--- config.mk ---
export PLATFORM = sky130hd
export DESIGN_NAME = sequence_reorder_buffer_core_flat
export DESIGN_NICKNAME = d
export VERILOG_FILES = /design/src/sv/srb_pkg.sv /design/src/sv/srb_if.sv /design/src/sv/srb_ram.sv /design/src/sv/srb_ctrl.sv /design/src/sv/srb_dp.sv /design/src/sv/sequence_reorder_buffer_core.sv /design/src/flat_wrapper.sv
export SDC_FILE = /design/constraint.sdc
export NUM_CORES = 1
export LEC_CHECK = 0
export BUFFER_PORTS_ARGS = -buffer_cell sky130_fd_sc_hd__buf_2
export CAP_MARGIN = 10
export CELL_PAD_IN_SITES_DETAIL_PLACEMENT = 0
export CELL_PAD_IN_SITES_GLOBAL_PLACEMENT = 1
export CORE_MARGIN = 3
export CORE_UTILIZATION = 57
export CTS_BUF_LIST = sky130_fd_sc_hd__clkbuf_8
export DETAILED_ROUTE_END_ITERATION = 8
export PLACE_DENSITY_LB_ADDON = 0.12
export SYNTH_ARGS = -nofsm -noshare
export SYNTH_HDL_FRONTEND = slang
export SYNTH_SLANG_ARGS = --single-unit
--- constraint.sdc ---
create_clock -name clk -period 7.1 [get_ports clk]
set_input_delay 0.71 -clock clk [delete_from_list [all_inputs] [get_ports clk]]
set_output_delay 0.71 -clock clk [all_outputs]
set_load 0.01 [all_outputs]
--- src/sv/srb_pkg.sv ---
// ----------------------------------------------------------------------------
// srb_pkg: shared types and constants of the sequence reorder buffer
// Window depth, field widths, status and request codes, register indexes,
// and the command and status groups between controller and datapath.
// ----------------------------------------------------------------------------
package srb_pkg;

  // Reorder window depth; slot of a packet is its sequence number mod depth.
  localparam int DEPTH = 16;
  localparam int IDX_W = $clog2(DEPTH);

  // Field widths.
  localparam int SEQ_W    = 16;
  localparam int ID_W     = 16;
  localparam int HANDLE_W = 16;
  localparam int TYPE_W   = 2;
  localparam int CFG_IDX_W  = 2;
  localparam int CFG_DATA_W = 16;

  // Highest sequence number before it wraps to zero.
  localparam logic [SEQ_W-1:0] SEQ_MAX = 16'hffff;

  // Reciprocal for seq mod DEPTH: floor(seq / DEPTH) = (seq * RECIP) >> MOD_SHIFT.
  localparam int MOD_SHIFT = SEQ_W + IDX_W;
  localparam int RECIP     = ((1 << MOD_SHIFT) + DEPTH - 1) / DEPTH;
  localparam int RECIP_W   = SEQ_W + 1;
  localparam int PROD_W    = SEQ_W + RECIP_W;
  localparam int QD_W      = SEQ_W + IDX_W;

  typedef logic [IDX_W-1:0]    idx_t;
  typedef logic [SEQ_W-1:0]    seq_t;
  typedef logic [HANDLE_W-1:0] handle_t;

  // Request kinds; kind three is handled as an other data packet.
  localparam logic [TYPE_W-1:0] REQ_SINGLE    = 2'd0;
  localparam logic [TYPE_W-1:0] REQ_OTHER     = 2'd1;
  localparam logic [TYPE_W-1:0] REQ_HEARTBEAT = 2'd2;

  // Configuration register indexes.
  localparam logic [CFG_IDX_W-1:0] CFG_PEER_ID    = 2'd0;
  localparam logic [CFG_IDX_W-1:0] CFG_PEER_PORT  = 2'd1;
  localparam logic [CFG_IDX_W-1:0] CFG_LINK_READY = 2'd2;

  // Result status codes.
  typedef enum logic [2:0] {
    ST_RELEASED   = 3'd0,
    ST_STORED     = 3'd1,
    ST_WRONG_PEER = 3'd2,
    ST_DROP_INIT  = 3'd3,
    ST_OVERFLOW   = 3'd4,
    ST_HEARTBEAT  = 3'd5
  } status_t;

  // One input request.
  typedef struct packed {
    logic [ID_W-1:0]   sender_id;
    logic [ID_W-1:0]   source_port;
    seq_t              seq_number;
    logic [TYPE_W-1:0] req_type;
    handle_t           packet_handle;
  } pkt_t;

  // One result.
  typedef struct packed {
    status_t status;
    handle_t out_handle;
    logic    conn_alive;
    logic    last_result;
  } res_t;

  // Controller to datapath commands.
  typedef struct packed {
    logic load_pkt;
    logic eval_fire;
    logic drain_fire;
  } cmd_t;

  // Datapath to controller status.
  typedef struct packed {
    logic out_free;
    logic eval_more;
    logic drain_more;
  } stat_t;

endpackage

--- src/sv/srb_if.sv ---
// ----------------------------------------------------------------------------
// srb_if: request and result channel interfaces
// Valid/ready channels carrying one request or one result per transfer.
// ----------------------------------------------------------------------------
interface srb_in_if;
  logic                         valid;
  logic                         ready;
  logic [srb_pkg::ID_W-1:0]     sender_id;
  logic [srb_pkg::ID_W-1:0]     source_port;
  logic [srb_pkg::SEQ_W-1:0]    seq_number;
  logic [srb_pkg::TYPE_W-1:0]   req_type;
  logic [srb_pkg::HANDLE_W-1:0] packet_handle;

  modport source(output valid, sender_id, source_port, seq_number, req_type,
                 packet_handle, input ready);
  modport sink(input valid, sender_id, source_port, seq_number, req_type,
               packet_handle, output ready);
endinterface

interface srb_out_if;
  logic                         valid;
  logic                         ready;
  logic [2:0]                   status;
  logic [srb_pkg::HANDLE_W-1:0] out_handle;
  logic                         conn_alive;
  logic                         last_result;

  modport source(output valid, status, out_handle, conn_alive, last_result,
                 input ready);
  modport sink(input valid, status, out_handle, conn_alive, last_result,
               output ready);
endinterface

--- src/sv/srb_ram.sv ---
// ----------------------------------------------------------------------------
// srb_ram: generic single-write, single-read RAM
// One write port and one read port with registered read data.
// ----------------------------------------------------------------------------
module srb_ram #(
  parameter int WIDTH = 16,
  parameter int DEPTH = 16
) (
  input  logic                     clk,
  input  logic                     we,
  input  logic [$clog2(DEPTH)-1:0] waddr,
  input  logic [WIDTH-1:0]         wdata,
  input  logic [$clog2(DEPTH)-1:0] raddr,
  output logic [WIDTH-1:0]         rdata
);

  logic [WIDTH-1:0] mem [DEPTH];

  // Write, and read through a registered output.
  always_ff @(posedge clk) begin
    if (we) begin
      mem[waddr] <= wdata;
    end
    rdata <= mem[raddr];
  end

endmodule

--- src/sv/srb_ctrl.sv ---
// ----------------------------------------------------------------------------
// srb_ctrl: request sequencer of the reorder buffer
// Takes a request, evaluates it, then walks the drain of any stored slots.
// ----------------------------------------------------------------------------
module srb_ctrl (
  input  logic           clk,
  input  logic           rst_n,
  input  logic           in_valid,
  output logic           in_ready,
  input  srb_pkg::stat_t stat,
  output srb_pkg::cmd_t  cmd
);

  typedef enum logic [2:0] {
    S_IDLE  = 3'b001,
    S_EVAL  = 3'b010,
    S_DRAIN = 3'b100
  } state_t;

  state_t state_r, state_nxt;

  // Commands follow the state and the output register's room.
  always_comb begin
    in_ready       = (state_r == S_IDLE);
    cmd.load_pkt   = (state_r == S_IDLE) && in_valid;
    cmd.eval_fire  = (state_r == S_EVAL) && stat.out_free;
    cmd.drain_fire = (state_r == S_DRAIN) && stat.out_free;
  end

  // Next state.
  always_comb begin
    state_nxt = state_r;
    unique case (state_r)
      S_IDLE: begin
        if (in_valid) state_nxt = S_EVAL;
      end
      S_EVAL: begin
        if (stat.out_free) state_nxt = stat.eval_more ? S_DRAIN : S_IDLE;
      end
      S_DRAIN: begin
        if (stat.out_free && !stat.drain_more) state_nxt = S_IDLE;
      end
      default: state_nxt = S_IDLE;
    endcase
  end

  always_ff @(posedge clk) begin
    if (!rst_n) begin
      state_r <= S_IDLE;
    end else begin
      state_r <= state_nxt;
    end
  end

endmodule

--- src/sv/srb_dp.sv ---
// ----------------------------------------------------------------------------
// srb_dp: datapath of the reorder buffer
// Configuration, expected sequence, slot valid bits, handle RAM, slot index
// unit and the result register.
// ----------------------------------------------------------------------------
module srb_dp (
  input  logic                               clk,
  input  logic                               rst_n,
  input  logic                               cfg_we,
  input  logic [srb_pkg::CFG_IDX_W-1:0]      cfg_index,
  input  logic [srb_pkg::CFG_DATA_W-1:0]     cfg_data,
  input  srb_pkg::pkt_t                      in_pkt,
  input  srb_pkg::cmd_t                      cmd,
  output srb_pkg::stat_t                     stat,
  input  logic                               out_ready,
  output logic                               out_valid,
  output srb_pkg::res_t                      out_res
);

  logic [srb_pkg::ID_W-1:0] peer_id_r, peer_port_r;
  logic                     link_ready_r;

  srb_pkg::pkt_t               pkt_r;
  logic [srb_pkg::PROD_W-1:0]  prod_r;

  srb_pkg::seq_t               expected_r, expected_nxt;
  srb_pkg::idx_t               exp_idx_r, exp_idx_nxt, idx_inc;
  logic [srb_pkg::DEPTH-1:0]   valid_r;

  logic                        out_valid_r;
  srb_pkg::res_t               res_r;

  srb_pkg::seq_t               quot, rem;
  logic [srb_pkg::QD_W-1:0]    quot_x;
  srb_pkg::idx_t               seq_idx;
  srb_pkg::handle_t            ram_rdata;

  logic          ev_release, ev_store, ev_more, valid_inc, advance;
  srb_pkg::res_t ev_res, dr_res;

  // Configuration registers.
  always_ff @(posedge clk) begin
    if (!rst_n) begin
      peer_id_r    <= '0;
      peer_port_r  <= '0;
      link_ready_r <= 1'b0;
    end else if (cfg_we) begin
      unique case (cfg_index)
        srb_pkg::CFG_PEER_ID:    peer_id_r    <= cfg_data;
        srb_pkg::CFG_PEER_PORT:  peer_port_r  <= cfg_data;
        srb_pkg::CFG_LINK_READY: link_ready_r <= cfg_data[0];
        default: ;
      endcase
    end
  end

  // Capture the request and start the slot index by reciprocal multiply.
  always_ff @(posedge clk) begin
    if (cmd.load_pkt) begin
      pkt_r  <= in_pkt;
      prod_r <= srb_pkg::PROD_W'(in_pkt.seq_number) * srb_pkg::PROD_W'(srb_pkg::RECIP);
    end
  end

  // Finish seq mod DEPTH: remainder after the quotient, with one correction.
  always_comb begin
    quot   = srb_pkg::SEQ_W'(prod_r[srb_pkg::PROD_W-1:srb_pkg::MOD_SHIFT]);
    quot_x = srb_pkg::QD_W'(quot) * srb_pkg::QD_W'(srb_pkg::DEPTH);
    rem    = pkt_r.seq_number - quot_x[srb_pkg::SEQ_W-1:0];
    if (rem >= srb_pkg::SEQ_W'(srb_pkg::DEPTH)) begin
      seq_idx = srb_pkg::idx_t'(rem - srb_pkg::SEQ_W'(srb_pkg::DEPTH));
    end else begin
      seq_idx = srb_pkg::idx_t'(rem);
    end
  end

  // Slot of the next expected sequence; it restarts at zero on sequence wrap.
  always_comb begin
    if (expected_r == srb_pkg::SEQ_MAX ||
        exp_idx_r == srb_pkg::idx_t'(srb_pkg::DEPTH - 1)) begin
      idx_inc = '0;
    end else begin
      idx_inc = exp_idx_r + 1'b1;
    end
    valid_inc = valid_r[idx_inc];
  end

  // Decision for a newly evaluated request.
  always_comb begin
    ev_release = 1'b0;
    ev_store   = 1'b0;
    ev_more    = 1'b0;
    ev_res.status      = srb_pkg::ST_WRONG_PEER;
    ev_res.out_handle  = pkt_r.packet_handle;
    ev_res.conn_alive  = 1'b0;
    ev_res.last_result = 1'b1;
    priority if (pkt_r.sender_id != peer_id_r || pkt_r.source_port != peer_port_r) begin
      ev_res.status = srb_pkg::ST_WRONG_PEER;
    end else if (pkt_r.req_type == srb_pkg::REQ_HEARTBEAT) begin
      ev_res.status     = srb_pkg::ST_HEARTBEAT;
      ev_res.conn_alive = 1'b1;
    end else if (!link_ready_r) begin
      // Init mode: only a single packet with sequence zero goes through.
      if (pkt_r.seq_number == '0 && pkt_r.req_type == srb_pkg::REQ_SINGLE) begin
        ev_res.status = srb_pkg::ST_RELEASED;
        ev_release    = 1'b1;
      end else begin
        ev_res.status = srb_pkg::ST_DROP_INIT;
      end
    end else if (pkt_r.seq_number == expected_r) begin
      ev_res.status      = srb_pkg::ST_RELEASED;
      ev_res.conn_alive  = 1'b1;
      ev_release         = 1'b1;
      ev_more            = valid_inc;
      ev_res.last_result = !valid_inc;
    end else if (valid_r[seq_idx]) begin
      ev_res.status     = srb_pkg::ST_OVERFLOW;
      ev_res.conn_alive = 1'b1;
    end else begin
      ev_res.status     = srb_pkg::ST_STORED;
      ev_res.conn_alive = 1'b1;
      ev_store          = 1'b1;
    end
  end

  // Result of one drain step from the slot at the expected sequence.
  always_comb begin
    dr_res.status      = srb_pkg::ST_RELEASED;
    dr_res.out_handle  = ram_rdata;
    dr_res.conn_alive  = 1'b1;
    dr_res.last_result = !valid_inc;
  end

  // Expected sequence advances on every release.
  always_comb begin
    advance      = (cmd.eval_fire && ev_release) || cmd.drain_fire;
    expected_nxt = advance ? expected_r + 1'b1 : expected_r;
    exp_idx_nxt  = advance ? idx_inc : exp_idx_r;
  end

  always_ff @(posedge clk) begin
    if (!rst_n) begin
      expected_r <= '0;
      exp_idx_r  <= '0;
    end else begin
      expected_r <= expected_nxt;
      exp_idx_r  <= exp_idx_nxt;
    end
  end

  // Slot valid bits: set on store, cleared on drain.
  always_ff @(posedge clk) begin
    if (!rst_n) begin
      valid_r <= '0;
    end else begin
      if (cmd.eval_fire && ev_store) valid_r[seq_idx] <= 1'b1;
      if (cmd.drain_fire)            valid_r[exp_idx_r] <= 1'b0;
    end
  end

  // Handle store; read data is registered from the next expected slot.
  srb_ram #(
    .WIDTH(srb_pkg::HANDLE_W),
    .DEPTH(srb_pkg::DEPTH)
  ) u_handle_ram (
    .clk  (clk),
    .we   (cmd.eval_fire && ev_store),
    .waddr(seq_idx),
    .wdata(pkt_r.packet_handle),
    .raddr(exp_idx_nxt),
    .rdata(ram_rdata)
  );

  // Result register.
  always_ff @(posedge clk) begin
    if (!rst_n) begin
      out_valid_r <= 1'b0;
    end else if (cmd.eval_fire || cmd.drain_fire) begin
      out_valid_r <= 1'b1;
    end else if (out_ready) begin
      out_valid_r <= 1'b0;
    end
  end

  always_ff @(posedge clk) begin
    if (cmd.eval_fire) begin
      res_r <= ev_res;
    end else if (cmd.drain_fire) begin
      res_r <= dr_res;
    end
  end

  always_comb begin
    stat.out_free   = !out_valid_r || out_ready;
    stat.eval_more  = ev_more;
    stat.drain_more = valid_inc;
  end

  assign out_valid = out_valid_r;
  assign out_res   = res_r;

endmodule

--- src/sv/sequence_reorder_buffer_core.sv ---
// ----------------------------------------------------------------------------
// sequence_reorder_buffer_core: receive reorder window for one connection
// Flow: a request is registered on acceptance and evaluated from that
// register into the result register; each drained stored slot adds one
// more result, its handle read from the handle RAM's registered port. A
// new request is taken only once the last result of the previous one has
// entered the result register. Reset clears configuration, expected
// sequence and all slot valid bits directly; there is no clearing pass.
// ----------------------------------------------------------------------------
module sequence_reorder_buffer_core (
  input  logic                           clk,
  input  logic                           rst_n,
  srb_in_if.sink                         in_ch,
  srb_out_if.source                      out_ch,
  input  logic                           cfg_we,
  input  logic [srb_pkg::CFG_IDX_W-1:0]  cfg_index,
  input  logic [srb_pkg::CFG_DATA_W-1:0] cfg_data
);

  srb_pkg::pkt_t  in_pkt;
  srb_pkg::res_t  out_res;
  srb_pkg::cmd_t  cmd;
  srb_pkg::stat_t stat;
  logic           in_ready, out_valid;

  // Gather the request fields.
  always_comb begin
    in_pkt.sender_id     = in_ch.sender_id;
    in_pkt.source_port   = in_ch.source_port;
    in_pkt.seq_number    = in_ch.seq_number;
    in_pkt.req_type      = in_ch.req_type;
    in_pkt.packet_handle = in_ch.packet_handle;
  end

  srb_ctrl u_ctrl (
    .clk     (clk),
    .rst_n   (rst_n),
    .in_valid(in_ch.valid),
    .in_ready(in_ready),
    .stat    (stat),
    .cmd     (cmd)
  );

  srb_dp u_dp (
    .clk      (clk),
    .rst_n    (rst_n),
    .cfg_we   (cfg_we),
    .cfg_index(cfg_index),
    .cfg_data (cfg_data),
    .in_pkt   (in_pkt),
    .cmd      (cmd),
    .stat     (stat),
    .out_ready(out_ch.ready),
    .out_valid(out_valid),
    .out_res  (out_res)
  );

  // Drive the channels.
  assign in_ch.ready        = in_ready;
  assign out_ch.valid       = out_valid;
  assign out_ch.status      = out_res.status;
  assign out_ch.out_handle  = out_res.out_handle;
  assign out_ch.conn_alive  = out_res.conn_alive;
  assign out_ch.last_result = out_res.last_result;

endmodule

--- src/flat_wrapper.sv ---
// flat-port wrapper written by rule: the top's interface ports become plain ports
module sequence_reorder_buffer_core_flat 
  (clk, rst_n, cfg_we, cfg_index, cfg_data, in_ch_valid, in_ch_sender_id, in_ch_source_port, in_ch_seq_number, in_ch_req_type, in_ch_packet_handle, in_ch_ready, out_ch_valid, out_ch_status, out_ch_out_handle, out_ch_conn_alive, out_ch_last_result, out_ch_ready);
  srb_in_if in_ch_i ();
  srb_out_if out_ch_i ();
  input  logic clk;
  input  logic rst_n;
  input  logic cfg_we;
  input  logic [srb_pkg::CFG_IDX_W-1:0] cfg_index;
  input  logic [srb_pkg::CFG_DATA_W-1:0] cfg_data;
  input wire logic [$bits(in_ch_i.valid)-1:0] in_ch_valid;
  input wire logic [$bits(in_ch_i.sender_id)-1:0] in_ch_sender_id;
  input wire logic [$bits(in_ch_i.source_port)-1:0] in_ch_source_port;
  input wire logic [$bits(in_ch_i.seq_number)-1:0] in_ch_seq_number;
  input wire logic [$bits(in_ch_i.req_type)-1:0] in_ch_req_type;
  input wire logic [$bits(in_ch_i.packet_handle)-1:0] in_ch_packet_handle;
  output wire logic [$bits(in_ch_i.ready)-1:0] in_ch_ready;
  output wire logic [$bits(out_ch_i.valid)-1:0] out_ch_valid;
  output wire logic [$bits(out_ch_i.status)-1:0] out_ch_status;
  output wire logic [$bits(out_ch_i.out_handle)-1:0] out_ch_out_handle;
  output wire logic [$bits(out_ch_i.conn_alive)-1:0] out_ch_conn_alive;
  output wire logic [$bits(out_ch_i.last_result)-1:0] out_ch_last_result;
  input wire logic [$bits(out_ch_i.ready)-1:0] out_ch_ready;
  assign in_ch_i.valid = in_ch_valid;
  assign in_ch_i.sender_id = in_ch_sender_id;
  assign in_ch_i.source_port = in_ch_source_port;
  assign in_ch_i.seq_number = in_ch_seq_number;
  assign in_ch_i.req_type = in_ch_req_type;
  assign in_ch_i.packet_handle = in_ch_packet_handle;
  assign in_ch_ready = in_ch_i.ready;
  assign out_ch_valid = out_ch_i.valid;
  assign out_ch_status = out_ch_i.status;
  assign out_ch_out_handle = out_ch_i.out_handle;
  assign out_ch_conn_alive = out_ch_i.conn_alive;
  assign out_ch_last_result = out_ch_i.last_result;
  assign out_ch_i.ready = out_ch_ready;
  sequence_reorder_buffer_core u_core (.clk(clk), .rst_n(rst_n), .in_ch(in_ch_i), .out_ch(out_ch_i), .cfg_we(cfg_we), .cfg_index(cfg_index), .cfg_data(cfg_data));
endmodule
==> impl_metrics.py, run 1 <==
metrics = {
    "route": {
        "wl_um": 38600,
        "num_vias": 10200,
        "drt_iter0_drc": 942,
        "drcViolationCount": 0,
        "wl_per_cell_um": 22.0,
        "vias_per_cell": 5.85,
        "ant_nets": 0,
        "dr.pass1.iters": 5,
    },
    "sta": {
        "hold_violations": 0,
        "setup_viol": 0,
        "slew_headroom": 0.168,
        "fmax_mhz": 226,
        "max_slew.worst_pin.slew_ns": 1.25,
        "rsz0062_at_grt": "false",
        "drv_slew": 0,
        "setup_tns_ns": 0,
        "skew_ns": 0.0289,
        "period_minus_slack_ns": 4.42,
        "post-route-period-util": 0.623,
    },
    "cts": {
        "clock-root-buffer": "clkbuf_8",
        "cts_setup_buffers": 0,
        "cts_tree": "built",
        "clock-sinks": 432,
        "numCtsBuffers": 70,
        "ctsResizeCount": 0,
        "cts_hold_buf": 0,
        "clockBufferDepth": 3,
        "clk_pin_slew_ns": 0.06,
        "htreeDepth": 3,
        "clock_latency_ns": 0.59,
    },
    "place": {
        "gp_congestion": 0.881,
        "dp_cells": 1628,
        "dp_hpwl_um": 23800,
        "io_buffers": 111,
        "dpl_cell_area_um2": 18100,
    },
    "die": {
        "row_count": 62,
        "dieWidth_um": 179,
        "core_area_um2": 29200,
        "die_height_um": 179,
        "ios": 112,
        "start_util": 0.587,
        "dieArea_um2": 32200,
    },
    "critical_path": {
        "critical_path_class": "register to register",
        "path_max_fanout": 68,
        "start_kind": "register",
        "cp_cell_sequence": "inv_1, ha_1, and3_1, and3_1, a211oi_4, buf_12, mux2i_1, o22ai_1, or4_1",
        "cp_data_arrival_time_ns": 4.87,
        "crit_top_cell": "and3_1",
        "slowest_stage": "a211oi_4",
        "cp-end-kind": "register",
        "required_ns": 7.55,
        "crit_path_max_incr_delay_ns": 0.87,
    },
    "yosys": {
        "netlist.area_leader.share": 0.601,
        "avgSynthCellArea_um2": 14.7,
        "netlist_top_cells_count": "edfxtp_1 (343), nand2_1 (144), mux2i_1 (136)",
        "ys_seq_elements": 432,
        "async_flop_share": 0,
        "syn_inst": 1167,
        "synth-edff-count": 343,
        "ys.flop_type": "edfxtp_1",
        "ys_warn_count": 0,
        "synth_top_area_cell": "edfxtp_1",
        "yosysMostFrequentCell": "edfxtp_1",
        "syn-num-nets": 1261,
        "synthTopCellsByArea": "edfxtp_1 (60%), dfxtp_1 (10%), mux2i_1 (7.9%)",
        "syn_area_um2": 17100,
        "yosysSeqAreaShare": 0.705,
        "yosysUniqueCellTypes": 61,
    },
    "cells_and_area": {
        "drive_above_1_share": 0.192,
        "num_antenna_cells": 0,
        "nNetsFinal": 1410,
        "final_cell_area_um2": 19400,
        "syn2layout_area_growth_pct": 13.4,
        "final_cells": 1753,
    },
    "power_and_ir_drop": {
        "p_per_area_nw_per_um2": 265,
        "ir_drop_mv": 0.155,
        "p_leak_nw": 7.48,
        "power_mw": 5.15,
    },
    "global_route": {
        "grt_pass1_vias": 9997,
        "gr-total-overflow": 0,
        "grt_pass1_wl_um": 58500,
        "grt.total_usage": 0.244,
        "antenna_found_initial": 3,
        "grt_max_degree": 69,
    },
    "flow_run": {
        "drv_cap": 0,
    },
    "outcome": {
        "outcome": "completed",
    },
    "min_path": {
        "hp-class": "primary input to register",
    },
}
-- through the flow --
step,setup WS [ns],hold slack [ns],util
global placement,2.56,0.455,0.621
detailed placement,2.56,0.459,0.621
CTS,2.66,0.264,0.666
floorplan,3.32,0.439,-
finish,2.68,0.295,0.666
global route,2.41,0.272,0.666
-- cell type report --
class | instances | area (µm²)
clock buffers | 75 | 1030
clock inverters | 50 | 265
fillers | 2134 | 9740
inverters | 7 | 26.3
multi-input cells | 672 | 4790
flip-flops and latches | 432 | 12100
well taps | 384 | 480
repair buffers | 133 | 746
-- placed cells by master, fill, tap and decap left out, types with 3 or more instances in the layout --
master       n
mux2i_1    136
nor4_1       8
buf_2      111
edfxtp_1   343
inv_1       28
ha_1         5
xor2_1      24
buf_4       20
inv_6        3
nand4_1     18
or3_1        9
o21ai_0     10
nand2b_1     8
clkbuf_8    75
xnor2_1     36
nand3b_1     3
a31oi_1      6
and4_1       4
nor3_1       3
a41oi_2      3
and2_1       5
nor2_2      10
o22ai_1     64
clkinv_2     7
o211a_1     16
a2111oi_0    4
nor3_2       5
and3_1       5
dfxtp_1     89
o211ai_1     4
mux4_2       5
or4_1       17
nor2_1      31
a21oi_1     44
clkinv_1    14
nand2_1    144
nand3_1      9
-- sequential cells by signal, indices dropped and copies added (netlist names), 16 cells and up --
signal,count
u_core.u_dp.expected_r,16
u_core.u_dp.prod_r,16
u_core.u_dp.valid_r,16
u_core.u_dp.u_handle_ram.rdata,16
u_core.u_dp.u_handle_ram.mem,256
u_core.u_dp.peer_port_r,16
u_core.u_dp.out_res,21
u_core.u_dp.ev_res,16
u_core.u_dp.peer_id_r,16
u_core.u_dp.pkt_r,34
-- power by group --
part	leakage, nW	total, mW	internal [mW]	switching (mW)
clock network	0.745	1.98	1.02	0.952
registers	3.85	2.84	2.79	0.0506
logic	2.89	0.337	0.153	0.185
total	7.48	5.15	3.96	1.19
-- logic make-up after synthesis --
| group | count (synthesis) | synth area share |
|---|---|---|
| flops | 432 | 0.705 |
| simple gates | 291 | 0.0816 |
| compound gates | 175 | 0.0739 |
| mux | 141 | 0.0860 |
| buf+inv | 63 | 0.0189 |
| xor+xnor | 60 | 0.0307 |
| fa+ha+maj | 5 | 0.00365 |
-- final timing paths --
path	from	endpoint	slack [ns]	cells past startpoint
setup / recovery	u_core.u_dp.exp_idx_r[0]	u_core.u_dp.u_handle_ram.rdata[1]	2.68	9
hold reg to reg	u_core.u_dp.peer_id_r[11]	u_core.u_dp.peer_id_r[11]	0.47	2
hold / removal	in_ch_seq_number[14]	u_core.u_dp.prod_r[30]	0.30	1
setup reg to reg	u_core.u_dp.exp_idx_r[0]	u_core.u_dp.u_handle_ram.rdata[1]	2.68	9
-- worst max-delay path: cells and delay by family, from the launching register on --
kind | cells | cell delay (ns)
buf+inv | 2 | 0.83
compound gates | 2 | 0.98
mux | 1 | 0.26
simple gates | 3 | 0.92
fa+ha+maj | 1 | 0.46
flops | 1 | 0.75
-- routing by layer --
metal,global-route usage,wire length [µm],vias up
li1,-,-,4771
met4,0.0799,1030,4
met1,0.349,16700,4994
met3,0.0563,3090,89
met2,0.376,17700,389
met5,0,26,-
(Power assumes the default switching activity.)
==> run 2: changes to the inputs <==
- CORE_UTILIZATION: 57 -> 53
- clock period: 7.1 -> 4.47 ns (I/O delays scaled with it)
==> run 2 against run 1 <==
Effect of this change:
- die area increased by 7.3%
- core utilization is 3.4 points lower
- clock power increased by 62%
- power grew 61%
- via count up 1.5%
- count of clock-buffer cells in the layout up 5
- worst hold slack worse by 0.26 ns
- cell area increased by 3.2%
- wire length rose by 1.6%
- register-to-register slack lost 2.1 ns
- global-route usage is 1.6 points lower
- sequential share of layout area fell by 1.9 points
==> impl_metrics.py, run 2 (synthesis gave the netlist of run 1 again) <==
metrics = {
    "route": {
        "ant_nets": 0,
        "wl_per_cell_um": 21.4,
        "dr.pass1.iters": 7,
        "drt_iter0_drc": 688,
        "vias_per_cell": 5.67,
        "drcViolationCount": 0,
        "wl_um": 39200,
        "num_vias": 10400,
    },
    "critical_path": {
        "reg2reg_from": "u_core.u_dp.exp_idx_r[0]",
        "cp_top_family": "simple AND/OR/NAND/NOR gates",
        "cp_cell_sequence": "ha_1, nand3_1, and3_1, and3_1, a211oi_4, buf_4, mux2i_1, o22ai_1, or4_1",
        "r2r-end": "u_core.u_dp.u_handle_ram.rdata[2]",
        "cp-end-kind": "register",
        "reg2regPathDepth": 9,
        "crit_buf_inv": 1,
        "critical_path_class": "register to register",
        "crit_top_cell": "and3_1",
        "cp_data_arrival_time_ns": 4.34,
        "required_ns": 4.93,
        "slowest_stage": "a211oi_4",
        "start_kind": "register",
        "crit_path_max_incr_delay_ns": 0.61,
        "regToRegSetupSlack_ns": 0.59,
        "path_max_fanout": 15,
    },
    "outcome": {
        "outcome": "completed",
    },
    "sta": {
        "skew_ns": 0.0340,
        "drv_slew": 0,
        "max_slew.worst_pin.slew_ns": 1.01,
        "hold_violations": 0,
        "period_minus_slack_ns": 3.88,
        "rsz0062_at_grt": "false",
        "fmax_mhz": 258,
        "setup_viol": 0,
        "fin_ws_ns": 0.591,
        "post-route-period-util": 0.868,
        "slew_headroom": 0.319,
        "holdWs_ns": 0.0335,
        "setup_tns_ns": 0,
    },
    "cells_and_area": {
        "top_register": "u_core.u_dp.u_handle_ram.mem",
        "layout_commonest_cell": "edfxtp_1",
        "num_antenna_cells": 0,
        "largest_register_ffs": 256,
        "drive_above_1_share": 0.198,
        "final_cell_area_um2": 20000,
        "n_fill_cell": 2367,
        "syn2layout_area_growth_pct": 17.0,
        "final_cells": 1834,
        "nNetsFinal": 1468,
        "final_cell_mix": "edfxtp_1 (343), nand2_1 (144), mux2i_1 (136)",
    },
    "place": {
        "dp_cells": 1664,
        "dp_hpwl_um": 24000,
        "pre_cts_ws_ns": 0.614,
        "io_buffers": 111,
        "gp_congestion": 0.859,
        "dpl_cell_area_um2": 18300,
    },
    "cts": {
        "clk_pin_slew_ns": 0.06,
        "htreeDepth": 3,
        "clock-root-buffer": "clkbuf_8",
        "numCtsBuffers": 72,
        "clock-sinks": 432,
        "clockBufferDepth": 3,
        "clock_latency_ns": 0.60,
        "cts_tree": "built",
    },
    "global_route": {
        "grt.total_usage": 0.228,
        "grt_pass1_wl_um": 58700,
        "antenna_found_initial": 2,
        "grt_max_degree": 57,
        "gr-total-overflow": 0,
        "grt_pass1_vias": 10200,
    },
    "die": {
        "dieArea_um2": 34500,
        "die_height_um": 186,
        "row_count": 65,
        "dieWidth_um": 186,
        "start_util": 0.540,
        "core_area_um2": 31700,
        "ios": 112,
    },
    "flow_run": {
        "drv_cap": 0,
    },
    "min_path": {
        "hold_depth": 1,
        "worst_hold_startpoint": "in_ch_seq_number[4]",
        "worstHoldEndpoint": "u_core.u_dp.prod_r[20]",
        "hp-class": "primary input to register",
    },
    "power_and_ir_drop": {
        "ir_drop_mv": 0.256,
        "p_per_area_nw_per_um2": 413,
        "p_leak_nw": 7.79,
    },
}
[run 2: worst max path at each step]
stage / start / to / slack (ns) / cells after the start
2_1_floorplan: u_core.u_dp.prod_r[16] / u_core.u_dp.u_handle_ram.mem[0][0] / 0.86 / 7
3_3_place_gp: u_core.u_dp.exp_idx_r[0] / u_core.u_dp.u_handle_ram.rdata[4] / 0.67 / 9
3_5_place_dp: u_core.u_dp.expected_r[0] / u_core.u_dp.u_handle_ram.rdata[2] / 0.61 / 10
4_1_cts: u_core.u_dp.expected_r[0] / u_core.u_dp.u_handle_ram.rdata[2] / 0.60 / 10
5_1_grt: u_core.u_dp.expected_r[0] / u_core.u_dp.u_handle_ram.rdata[4] / 0.29 / 10
6_report: u_core.u_dp.exp_idx_r[0] / u_core.u_dp.u_handle_ram.rdata[2] / 0.59 / 9
[run 2: what timing repair did]
action	CTS	global route
gates resized for setup	0	0
hold buffers	38	0
endpoints found under the hold margin	38	0
buffers inserted	0	0
[run 2: metrics by stage]
step            util  power, mW
3_3_place_gp   0.577       5.13
3_5_place_dp   0.577       5.14
4_1_cts        0.632       8.38
2_1_floorplan      -       4.96
5_1_grt        0.632       8.61
6_report       0.632       8.29
[run 2: final cells by class]
| cell class | instances | area (µm²) | area share |
|---|---|---|---|
| multi-input combinational | 672 | 4800 | 0.239 |
| clock inverter | 52 | 248 | 0.0124 |
| inverter | 7 | 26.3 | 0.00131 |
| clock buffer | 80 | 1100 | 0.0549 |
| sequential | 432 | 12100 | 0.603 |
| tap | 402 | 503 | 0.0251 |
| timing repair buffer | 189 | 1290 | 0.0642 |
[run 2: routing by layer]
layer | up-vias | GRT usage | routed length, µm
li1 | 4887 | - | -
met1 | 5089 | 0.320 | 17400
met2 | 346 | 0.364 | 18500
met3 | 81 | 0.0414 | 2330
met4 | 2 | 0.0748 | 997
met5 | - | 0 | 13
[run 2: where the power goes]
group / switching, mW / leakage, nW / internal, mW
combinational: 0.298 / 3.15 / 0.275
sequential: 0.0758 / 3.85 / 4.43
clock: 1.55 / 0.798 / 1.66
